[src/rtl/pfl_pkg.sv]
package pfl_pkg;

  // Field widths of the command and result words
  localparam int FUNC_W   = 3;
  localparam int PAGE_W   = 12;
  localparam int STATUS_W = 3;
  localparam int FOUND_W  = 10;

  // Operation codes
  localparam logic [FUNC_W-1:0] FN_ALLOC   = 3'd0;
  localparam logic [FUNC_W-1:0] FN_DISPOSE = 3'd1;
  localparam logic [FUNC_W-1:0] FN_NEXT    = 3'd2;
  localparam logic [FUNC_W-1:0] FN_PREV    = 3'd3;
  localparam logic [FUNC_W-1:0] FN_CHECK   = 3'd4;

  // Status codes
  localparam logic [STATUS_W-1:0] ST_OK      = 3'd0;
  localparam logic [STATUS_W-1:0] ST_CLOSED  = 3'd1;
  localparam logic [STATUS_W-1:0] ST_INVALID = 3'd2;
  localparam logic [STATUS_W-1:0] ST_FREE    = 3'd3;
  localparam logic [STATUS_W-1:0] ST_EOF     = 3'd4;
  localparam logic [STATUS_W-1:0] ST_FULL    = 3'd5;

  typedef struct packed {
    logic [FUNC_W-1:0]        func;
    logic signed [PAGE_W-1:0] page_number;
  } pfl_in_t;

  typedef struct packed {
    logic [STATUS_W-1:0] status;
    logic [FOUND_W-1:0]  found_page;
  } pfl_out_t;

endpackage

[src/rtl/pfl_ctrl.sv]
module pfl_ctrl #(
  parameter int MAX_PAGES = 1024,
  parameter int AW        = 10,
  parameter int LW        = 11
) (
  input  logic             clk,
  input  logic             rst_n,
  input  logic             file_open,
  input  logic             start,
  input  pfl_pkg::pfl_in_t in_data,
  output logic             busy,
  output logic             out_valid,
  output pfl_pkg::pfl_out_t out_data,
  output logic             mem_we,
  output logic [AW-1:0]    mem_waddr,
  output logic [LW-1:0]    mem_wdata,
  output logic             mem_re,
  output logic [AW-1:0]    mem_raddr,
  input  logic [LW-1:0]    mem_rdata
);
  import pfl_pkg::*;

  localparam int CMPW = ((LW > PAGE_W) ? LW : PAGE_W) + 1;
  localparam int SW   = CMPW + 1;

  localparam logic [LW-1:0] LINK_END  = LW'(MAX_PAGES);
  localparam logic [LW-1:0] LINK_USED = LW'(MAX_PAGES + 1);

  localparam logic [2:0] S_IDLE  = 3'd0;
  localparam logic [2:0] S_ALLOC = 3'd1;
  localparam logic [2:0] S_DISP  = 3'd2;
  localparam logic [2:0] S_CHECK = 3'd3;
  localparam logic [2:0] S_SCAN  = 3'd4;

  logic [2:0]           state_r, state_nxt;
  logic [LW-1:0]        head_r, head_nxt;
  logic [LW-1:0]        count_r, count_nxt;
  logic [AW-1:0]        addr_r, addr_nxt;
  logic signed [SW-1:0] cur_r, cur_nxt;
  logic                 pend_vld_r, pend_vld_nxt;
  logic [AW-1:0]        pend_addr_r, pend_addr_nxt;
  logic                 dir_next_r, dir_next_nxt;
  logic                 out_valid_r, out_valid_nxt;
  pfl_out_t             out_data_r, out_data_nxt;

  logic [PAGE_W-1:0]    pn;
  logic [CMPW-1:0]      pn_u;
  logic [CMPW-1:0]      count_u;
  logic                 pn_minus1;
  logic                 pn_in_range;
  logic                 pn_eq_count;
  logic [AW-1:0]        pn_addr;
  logic signed [SW-1:0] pn_s;
  logic signed [SW-1:0] count_s;
  logic                 head_avail;
  logic                 cur_in_bound;

  // Decode the page number against the current page count
  assign pn          = in_data.page_number;
  assign pn_u        = {{(CMPW-PAGE_W+1){1'b0}}, pn[PAGE_W-2:0]};
  assign count_u     = CMPW'(count_r);
  assign pn_minus1   = &pn;
  assign pn_in_range = !pn[PAGE_W-1] && (pn_u < count_u);
  assign pn_eq_count = !pn[PAGE_W-1] && (pn_u == count_u);
  assign pn_addr     = AW'(pn_u);
  assign pn_s        = $signed({{(SW-PAGE_W){pn[PAGE_W-1]}}, pn});
  assign count_s     = $signed(SW'(count_r));
  assign head_avail  = (head_r < count_r) && (head_r < LINK_END);
  assign cur_in_bound = dir_next_r ? (cur_r < count_s) : (cur_r >= $signed(SW'(0)));

  always_comb begin
    state_nxt     = state_r;
    head_nxt      = head_r;
    count_nxt     = count_r;
    addr_nxt      = addr_r;
    cur_nxt       = cur_r;
    pend_vld_nxt  = pend_vld_r;
    pend_addr_nxt = pend_addr_r;
    dir_next_nxt  = dir_next_r;
    out_valid_nxt = 1'b0;
    out_data_nxt  = '0;
    mem_we        = 1'b0;
    mem_waddr     = '0;
    mem_wdata     = '0;
    mem_re        = 1'b0;
    mem_raddr     = '0;

    case (state_r)
      S_IDLE: begin
        if (start) begin
          out_valid_nxt = 1'b1;
          if (in_data.func > FN_CHECK) begin
            out_data_nxt.status = ST_INVALID;
          end else if (!file_open) begin
            out_data_nxt.status = ST_CLOSED;
          end else begin
            case (in_data.func)
              FN_ALLOC: begin
                if (head_avail) begin
                  // pop the free-list head; its link becomes the new head
                  out_valid_nxt = 1'b0;
                  mem_re        = 1'b1;
                  mem_raddr     = AW'(head_r);
                  addr_nxt      = AW'(head_r);
                  state_nxt     = S_ALLOC;
                end else if (count_r >= LINK_END) begin
                  out_data_nxt.status = ST_FULL;
                end else begin
                  // grow the file by one page
                  mem_we        = 1'b1;
                  mem_waddr     = AW'(count_r);
                  mem_wdata     = LINK_USED;
                  count_nxt     = count_r + LW'(1);
                  out_data_nxt.status     = ST_OK;
                  out_data_nxt.found_page = FOUND_W'(count_r);
                end
              end
              FN_DISPOSE, FN_CHECK: begin
                if (pn_in_range) begin
                  out_valid_nxt = 1'b0;
                  mem_re        = 1'b1;
                  mem_raddr     = pn_addr;
                  addr_nxt      = pn_addr;
                  state_nxt     = (in_data.func == FN_DISPOSE) ? S_DISP : S_CHECK;
                end else begin
                  out_data_nxt.status = ST_INVALID;
                end
              end
              FN_NEXT, FN_PREV: begin
                if (pn_minus1 || pn_in_range || pn_eq_count) begin
                  out_valid_nxt = 1'b0;
                  dir_next_nxt  = (in_data.func == FN_NEXT);
                  cur_nxt       = (in_data.func == FN_NEXT) ? pn_s + SW'(1) : pn_s - SW'(1);
                  pend_vld_nxt  = 1'b0;
                  state_nxt     = S_SCAN;
                end else begin
                  out_data_nxt.status = ST_INVALID;
                end
              end
              default: begin
                out_data_nxt.status = ST_INVALID;
              end
            endcase
          end
        end
      end

      S_ALLOC: begin
        // mark the popped page used and advance the head
        head_nxt      = mem_rdata;
        mem_we        = 1'b1;
        mem_waddr     = addr_r;
        mem_wdata     = LINK_USED;
        out_valid_nxt = 1'b1;
        out_data_nxt.status     = ST_OK;
        out_data_nxt.found_page = FOUND_W'(addr_r);
        state_nxt     = S_IDLE;
      end

      S_DISP: begin
        out_valid_nxt = 1'b1;
        if (mem_rdata == LINK_USED) begin
          // push the page onto the free list
          mem_we        = 1'b1;
          mem_waddr     = addr_r;
          mem_wdata     = head_r;
          head_nxt      = LW'(addr_r);
          out_data_nxt.status     = ST_OK;
          out_data_nxt.found_page = FOUND_W'(addr_r);
        end else begin
          out_data_nxt.status = ST_FREE;
        end
        state_nxt = S_IDLE;
      end

      S_CHECK: begin
        out_valid_nxt = 1'b1;
        if (mem_rdata == LINK_USED) begin
          out_data_nxt.status     = ST_OK;
          out_data_nxt.found_page = FOUND_W'(addr_r);
        end else begin
          out_data_nxt.status = ST_INVALID;
        end
        state_nxt = S_IDLE;
      end

      S_SCAN: begin
        // check the word read last cycle; on no hit, read the next page while in bounds
        if (pend_vld_r && (mem_rdata == LINK_USED)) begin
          out_valid_nxt = 1'b1;
          out_data_nxt.status     = ST_OK;
          out_data_nxt.found_page = FOUND_W'(pend_addr_r);
          state_nxt     = S_IDLE;
        end else if (cur_in_bound) begin
          mem_re        = 1'b1;
          mem_raddr     = AW'(cur_r);
          pend_vld_nxt  = 1'b1;
          pend_addr_nxt = AW'(cur_r);
          cur_nxt       = dir_next_r ? cur_r + SW'(1) : cur_r - SW'(1);
        end else begin
          out_valid_nxt = 1'b1;
          out_data_nxt.status = ST_EOF;
          state_nxt     = S_IDLE;
        end
      end

      default: begin
        state_nxt = S_IDLE;
      end
    endcase
  end

  // Control state
  always_ff @(posedge clk) begin
    if (!rst_n) begin
      state_r     <= S_IDLE;
      head_r      <= LINK_END;
      count_r     <= '0;
      pend_vld_r  <= 1'b0;
      out_valid_r <= 1'b0;
    end else begin
      state_r     <= state_nxt;
      head_r      <= head_nxt;
      count_r     <= count_nxt;
      pend_vld_r  <= pend_vld_nxt;
      out_valid_r <= out_valid_nxt;
    end
  end

  // Payload registers
  always_ff @(posedge clk) begin
    addr_r      <= addr_nxt;
    cur_r       <= cur_nxt;
    pend_addr_r <= pend_addr_nxt;
    dir_next_r  <= dir_next_nxt;
    out_data_r  <= out_data_nxt;
  end

  assign busy      = (state_r != S_IDLE);
  assign out_valid = out_valid_r;
  assign out_data  = out_data_r;

  // A result word only follows an accepted command or an operation in flight
  a_result_cause: assert property (@(posedge clk) disable iff (!rst_n)
    out_valid_r |-> $past(busy || start))
    else $error("result word without a command");

  // The free-list head is the end marker or a page inside the file
  a_head_range: assert property (@(posedge clk) disable iff (!rst_n)
    (head_r == LINK_END) || (head_r < count_r))
    else $error("free-list head out of range");

  // The page count never passes capacity
  a_count_cap: assert property (@(posedge clk) disable iff (!rst_n)
    count_r <= LINK_END)
    else $error("page count beyond capacity");

  // Scans never modify link words
  a_scan_ro: assert property (@(posedge clk) disable iff (!rst_n)
    (state_r == S_SCAN) |-> !mem_we)
    else $error("link write during scan");

  // Only a successful result carries a page number
  a_found_zero: assert property (@(posedge clk) disable iff (!rst_n)
    (out_valid_r && (out_data_r.status != ST_OK)) |-> (out_data_r.found_page == '0))
    else $error("page number on a failed result");

endmodule

[config.mk]
export PLATFORM = sky130hd
export DESIGN_NAME = pfl_ctrl
export DESIGN_NICKNAME = d
export VERILOG_FILES = /design/src/rtl/pfl_pkg.sv /design/src/rtl/pfl_ctrl.sv
export SDC_FILE = /design/constraint.sdc
export NUM_CORES = 1
export LEC_CHECK = 0
export ABC_AREA = 1
export BUFFER_PORTS_ARGS = -buffer_cell sky130_fd_sc_hd__buf_2
export CORE_MARGIN = 2
export CORE_UTILIZATION = 50
export DETAILED_ROUTE_END_ITERATION = 12
export GPL_TIMING_DRIVEN = 0
export PLACE_DENSITY = 0.76
export SLEW_MARGIN = 10
export SYNTH_ARGS = -nofsm -noshare
export SYNTH_HDL_FRONTEND = slang
export SYNTH_SLANG_ARGS = --single-unit
[constraint.sdc]
create_clock -name clk -period 6.85 [get_ports clk]
set_input_delay 1.0275 -clock clk [delete_from_list [all_inputs] [get_ports clk]]
set_output_delay 1.0275 -clock clk [all_outputs]
set_load 0.02 [all_outputs]
==> flow_metrics.env, run 1 <==
export IMPL_h_tree_depth=3
export IMPL_crit_end="mem_raddr[3]"
export IMPL_arrival_ns=3.08
export IMPL_synth_edff_count=35
export IMPL_insertedDiodeCount=0
export IMPL_synthCells=812
export IMPL_antenna_found_initial=0
export IMPL_hold_viol_final=0
export IMPL_yosysTopAreaCellShare=0.183
export IMPL_holdPathStages=2
export IMPL_worstSkewPairLatency_ns=0.35
export IMPL_synthMostInstantiatedCell="nand2_1"
export IMPL_hpwl_um=13100
export IMPL_die_area_mm2=0.0124
export IMPL_wirelength_um=16900
export IMPL_pwr_share_seq=0.442
export IMPL_hp_start="pend_addr_r[4]"
export IMPL_num_rows=39
export IMPL_tns_ns=0
export IMPL_setup_ws_ns=2.74
export IMPL_cts_buffers_inserted=9
export IMPL_fin_skew_ns=0.00595
export IMPL_power_total_mw=1.10
export IMPL_pin_count=78
export IMPL_synth_seq_cells=75
export IMPL_drc=0
export IMPL_worstPathCellList="buf_2, ha_1, nand2_1, inv_1, nand2_1, nand2_1, nand2_1, nand3_1, buf_2, nor2_1, a21oi_1, o21ai_0, buf_2"
export IMPL_met1_length_um=7290
export IMPL_root_buffer="clkbuf_16"
export IMPL_rsz0062_at_grt="false"
export IMPL_cp_max_fo=10
export IMPL_cts_setup_buffers=0
export IMPL_syn_area_per_cell_um2=7.09
export IMPL_grt_usage=0.278
export IMPL_dp_slack_ns=2.82
export IMPL_p_leak_nw=3.08
export IMPL_grt_max_degree=20
export IMPL_ys_warn_count=0
export IMPL_nets=987
export IMPL_netlist_area_mm2=0.00576
export IMPL_num_vias=5752
export IMPL_worst_path_stages=13
export IMPL_min_period_ns=4.11
export IMPL_clockPowerShare=0.405
export IMPL_worst_pin_slew_ns=0.945
export IMPL_cts_resized=0
export IMPL_die_x_um=111
export IMPL_postSynth_asyncResetShare=0
export IMPL_rr_worst_depth=8
export IMPL_gr_total_overflow=0
export IMPL_wl_met3_um=1350
export IMPL_critPathBufInv=4
export IMPL_tritoncts="yes"
export IMPL_synth_area_leaders="edfxtp_1, dfxtp_1, nand2_1"
export IMPL_syn2layout_area_growth_pct=14.5
export IMPL_seq_area_frac_synth=0.322
export IMPL_hold_path_class="reg -> reg"
export IMPL_reg2reg_from="count_r[10]"
export IMPL_maxCapViolations=0
export IMPL_synth_cell_type_count=43
export IMPL_ys_flop_type="dfxtp_1"
export IMPL_syn_nets=900
export IMPL_endpoint_kind="output port"
export IMPL_period_share=0.600
export IMPL_fill_cells=1122
export IMPL_gp_congestion=0.969
export IMPL_power_density_mw_per_mm2=167
export IMPL_drt_iter0_markers=491
export IMPL_path_common_cell="nand2_1"
export IMPL_max_freq_ghz=0.243
export IMPL_yosys_top_cells_count="nand2_1, inv_1, nor2_1"
export IMPL_cts_reportedPaths_clkPinSlew_ns=0.06
export IMPL_start_kind="input pin"
export IMPL_outcome="completed"
export IMPL_p_int_mw=0.785
export IMPL_rrSetupSlack_ns=3.81
export IMPL_first_pass_iters=5
export IMPL_critPathRequiredTime_ns=5.82
export IMPL_slew_headroom=0.369
export IMPL_core_area_mm2=0.0113
export IMPL_yosys_area_top_type="edfxtp_1"
export IMPL_cpPeakStageDelay_ns=0.33
export IMPL_wire_per_inst_um=16.2
export IMPL_worstSetupPathType="in -> out"
export IMPL_drtAntennaViolNets=0
export IMPL_cts_sinks=75
export IMPL_crit_family="buffers and inverters"
export IMPL_initial_core_util=0.509
export IMPL_critPathSlowestCell="o21ai_0"
export IMPL_critPathLaunch="in_data[6]"
export IMPL_drive_above_1_share=0.139
export IMPL_combPwrFrac=0.152
export IMPL_portBuffers=76
export IMPL_switching_share=0.287
export IMPL_chipHeight_um=111
export IMPL_power_switching_mw=0.315
export IMPL_dr_max_layer_used="met4"
export IMPL_worstReg2RegEnd="addr_r[0]"
export IMPL_ir_drop_mv=0.234
export IMPL_met2_length_um=7600
export IMPL_setup_viol=0
export IMPL_grt_pass1_wl_um=27000
export IMPL_cts_buffer_depth=2
export IMPL_viasPerCell=5.49
export IMPL_hold_buffers=0
export IMPL_grt_pass1_vias=5201
export IMPL_drv_slew=0
worst min path at each step:
stage	end	slack [ns]
after global routing	out_data[5]	0.52
final	out_data[4]	0.49
after detailed placement	out_data[4]	0.48
after floorplan	out_data[1]	0.43
after global placement	count_r[9]	0.48
after CTS	out_data[4]	0.49
per-layer routing:
| metal | vias to the layer above | global-route usage |
|---|---|---|
| met2 | 262 | 0.443 |
| met4 | 0 | 0.122 |
| met1 | 2549 | 0.368 |
| li1 | 2893 | - |
| met5 | - | 0 |
| met3 | 48 | 0.0574 |
cell families (layout without fill, tap and decap cells):
family | count (synthesis) | in the layout | share of synthesized area
AND/OR/NAND/NOR | 375 | 375 | 0.284
AO/OA/AOI/OAI | 176 | 176 | 0.169
buffers and inverters | 119 | 211 | 0.0832
flip-flops | 75 | 75 | 0.322
adder cells (fa/ha/maj) | 58 | 58 | 0.129
XOR/XNOR | 9 | 9 | 0.0137
cells in the final DEF, fill, tap and decap left out, types with 2 or more instances in the layout:
cell type / instances
nand3b_1: 4
ha_1: 56
a21boi_0: 3
inv_1: 99
clkinv_4: 2
o21bai_1: 5
or2_1: 5
a21o_1: 3
or2_2: 3
nor2_1: 77
a22oi_1: 4
nand2_4: 3
edfxtp_1: 35
nor2_2: 3
o22ai_1: 7
fa_1: 2
nand4_1: 4
nor3_1: 16
nand3_1: 52
o211ai_1: 3
o21ai_0: 69
o21ai_1: 3
xor2_1: 5
nand2_1: 199
buf_6: 3
xnor2_1: 4
clkinv_2: 3
a31oi_1: 6
nor3b_1: 2
a21oi_1: 65
clkbuf_1: 7
dfxtp_1: 40
buf_2: 81
o21ai_2: 4
nor2_4: 4
inv_2: 4
clkbuf_16: 9
per-stage QoR:
step	hold slack (ns)	instance area, um^2	utilization	cells
6_report	0.495	6590	0.582	1047
2_1_floorplan	0.434	5760	-	812
5_1_grt	0.523	6590	0.582	1047
3_3_place_gp	0.477	6320	0.558	1031
3_5_place_dp	0.479	6320	0.558	1031
4_1_cts	0.494	6590	0.582	1047
sequential cells by signal, summed over array words and instances, names as in the netlist:
signal       cells
dir_next_r       1
addr_r          10
head_r          11
count_r         11
out_data        13
pend_addr_r     10
out_valid        1
pend_vld_r       1
state_r          3
cur_r           14
tightest hold or removal path: stages (launching register included):
cell      delay (ns)
edfxtp_1        0.32
a22oi_1         0.08
nand2_1         0.07
final cells by class:
type	instances	area (um^2)	area share
plain buffers	16	92.6	0.0140
flip-flops and latches	75	1850	0.281
clock buffers	10	229	0.0347
inverters	103	387	0.0586
well taps	143	179	0.0271
multi-input cells	618	3430	0.521
repair buffers	76	380	0.0577
clock inverters	6	41.3	0.00626
power by group through the flow:
stage	sequential (mW)	combinational, mW	clock [mW]
2_1_floorplan	0.497	0.112	0
3_3_place_gp	0.496	0.162	0
3_5_place_dp	0.496	0.165	0
4_1_cts	0.486	0.166	0.445
5_1_grt	0.487	0.190	0.466
6_report	0.487	0.168	0.446
Power figures use the tool's default switching activity.
==> run 2, diff against run 1 <==
PLACE_DENSITY = 0.79   (was 0.76)
clock period = 3.6 ns   (was 6.85 ns; I/O delays follow)
==> run 2 against run 1 <==
Clock-buffer cell count decreased by 1. Critical path type is now reg -> out. Setup slack got worse by 2.6 ns. Global-route usage decreased by 0.52 points. Sequential power increased by 90%. Highest routed layer unchanged. Clock skew increased by 0.0024 ns. Utilization about the same. Via count increased by 0.96%. Register-to-register slack got worse by 3.2 ns. Non-clock buffer count unchanged. Total power increased by 89%. Largest power group unchanged.
==> flow_metrics.env, run 2 (synthesized netlist as in run 1, its figures left out) <==
export IMPL_outcome="completed"
export IMPL_worstSkewPairLatency_ns=0.34
export IMPL_drive_above_1_share=0.139
export IMPL_die_x_um=111
export IMPL_power_switching_mw=0.587
export IMPL_hold_path_class="in -> reg"
export IMPL_p_int_mw=1.49
export IMPL_wirelength_um=16900
export IMPL_ir_drop_mv=0.311
export IMPL_chipHeight_um=111
export IMPL_tns_ns=0
export IMPL_power_total_mw=2.08
export IMPL_combPwrFrac=0.154
export IMPL_h_tree_depth=3
export IMPL_regMostFlops="cur_r"
export IMPL_cts_reportedPaths_clkPinSlew_ns=0.06
export IMPL_setup_viol=0
export IMPL_min_period_ns=3.46
export IMPL_dp_slack_ns=0.207
export IMPL_pin_count=78
export IMPL_critPathRequiredTime_ns=3.06
export IMPL_clockPowerShare=0.400
export IMPL_antenna_found_initial=0
export IMPL_hpwl_um=13100
export IMPL_switching_share=0.283
export IMPL_endpoint_kind="output port"
export IMPL_die_area_mm2=0.0124
export IMPL_cts_buffers_inserted=9
export IMPL_viasPerCell=5.55
export IMPL_grt_pass1_wl_um=26800
export IMPL_drt_iter0_markers=478
export IMPL_cts_setup_buffers=0
export IMPL_worstSetupPathType="reg -> out"
export IMPL_start_kind="flop"
export IMPL_worst_pin_slew_ns=0.868
export IMPL_nets=987
export IMPL_largest_reg_flops=14
export IMPL_num_rows=39
export IMPL_cts_buffer_depth=2
export IMPL_arrival_ns=2.92
export IMPL_pwr_share_seq=0.446
export IMPL_slew_headroom=0.420
export IMPL_core_area_mm2=0.0113
export IMPL_drc=0
export IMPL_fin_skew_ns=0.00836
export IMPL_crit_family="buffers and inverters"
export IMPL_fill_cells=1096
export IMPL_setup_ws_ns=0.143
export IMPL_syn2layout_area_growth_pct=14.5
export IMPL_hold_viol_final=0
export IMPL_cp_max_fo=10
export IMPL_grt_max_degree=20
export IMPL_critPathBufInv=5
export IMPL_power_density_mw_per_mm2=315
export IMPL_grt_pass1_vias=5403
export IMPL_cpPeakStageDelay_ns=0.47
export IMPL_drtAntennaViolNets=0
export IMPL_root_buffer="clkbuf_16"
export IMPL_final_common_cell="nand2_1"
export IMPL_num_vias=5807
export IMPL_gr_total_overflow=0
export IMPL_tritoncts="yes"
export IMPL_portBuffers=76
export IMPL_period_share=0.960
export IMPL_gp_congestion=0.970
export IMPL_initial_core_util=0.509
export IMPL_drv_slew=0
export IMPL_critPathSlowestCell="dfxtp_1"
export IMPL_cts_sinks=75
export IMPL_worstPathCellList="inv_1, ha_1, nand2_1, inv_1, nand2_1, inv_1, nand2_1, nand3_1, nor2_1, buf_2, a21oi_1, o21ai_0, buf_2"
export IMPL_wire_per_inst_um=16.1
export IMPL_maxCapViolations=0
export IMPL_first_pass_iters=5
export IMPL_layout_common_cells="nand2_1, inv_1, buf_2, nor2_1, o21ai_0"
export IMPL_insertedDiodeCount=0
export IMPL_p_leak_nw=3.08
export IMPL_rrSetupSlack_ns=0.64
export IMPL_grt_usage=0.273
export IMPL_rsz0062_at_grt="false"
export IMPL_max_freq_ghz=0.289
==> run 2: worst reg2reg max path, stage by stage, from the launching register on <==
cell	delay, ns
dfxtp_1	0.47
inv_1	0.21
ha_1	0.33
nand2_1	0.10
inv_1	0.06
a21oi_1	0.19
nand3_2	0.23
buf_2	0.27
a211oi_2	0.74
==> run 2: worst paths after layout <==
path / start / cells past startpoint / end
min: mem_rdata[10] / 3 / head_r[10]
min reg2reg: count_r[9] / 2 / count_r[9]
max: count_r[10] / 13 / mem_raddr[4]
max reg2reg: count_r[10] / 8 / addr_r[0]
==> run 2: cell type report <==
type,instances,area [um^2],share of cell area
Multi-Input combinational cell,618,3440,0.521
Clock buffer,9,225,0.0341
Timing Repair Buffer,76,380,0.0577
Inverter,103,387,0.0586
Buffer,16,92.6,0.0140
Tap cell,143,179,0.0271
Clock inverter,7,42.5,0.00645
Sequential cell,75,1850,0.281
==> run 2: power by group through the flow <==
stage	Combinational [mW]	Sequential [mW]	Clock [mW]
global route	0.361	0.927	0.870
global placement	0.308	0.943	0
floorplan	0.213	0.945	0
detailed placement	0.314	0.943	0
finish	0.320	0.926	0.831
CTS	0.317	0.925	0.833
==> run 2: stage by stage <==
stage	instance area [um^2]	cells	util	hold slack, ns
3_3_place_gp	6320	1031	0.558	0.474
2_1_floorplan	5760	812	-	0.434
5_1_grt	6600	1047	0.583	0.465
4_1_cts	6590	1047	0.582	0.456
6_report	6600	1047	0.583	0.465
3_5_place_dp	6320	1031	0.558	0.483
==> run 2: what timing repair did <==
action / 4_1_cts / 5_1_grt
endpoints found under the hold margin: 0 / 0
endpoints found under the setup margin: 0 / 2
resized for setup: 0 / 2
hold buffers: 0 / 0
==> run 2: routing by layer <==
metal | wire length, um | share of wire | up-vias | global-route usage
met5 | 0 | 0 | - | 0
met4 | 570 | 0.034 | 0 | 0.113
met3 | 1450 | 0.086 | 44 | 0.0476
met2 | 7840 | 0.47 | 265 | 0.451
met1 | 6990 | 0.41 | 2598 | 0.355
li1 | - | - | 2900 | -
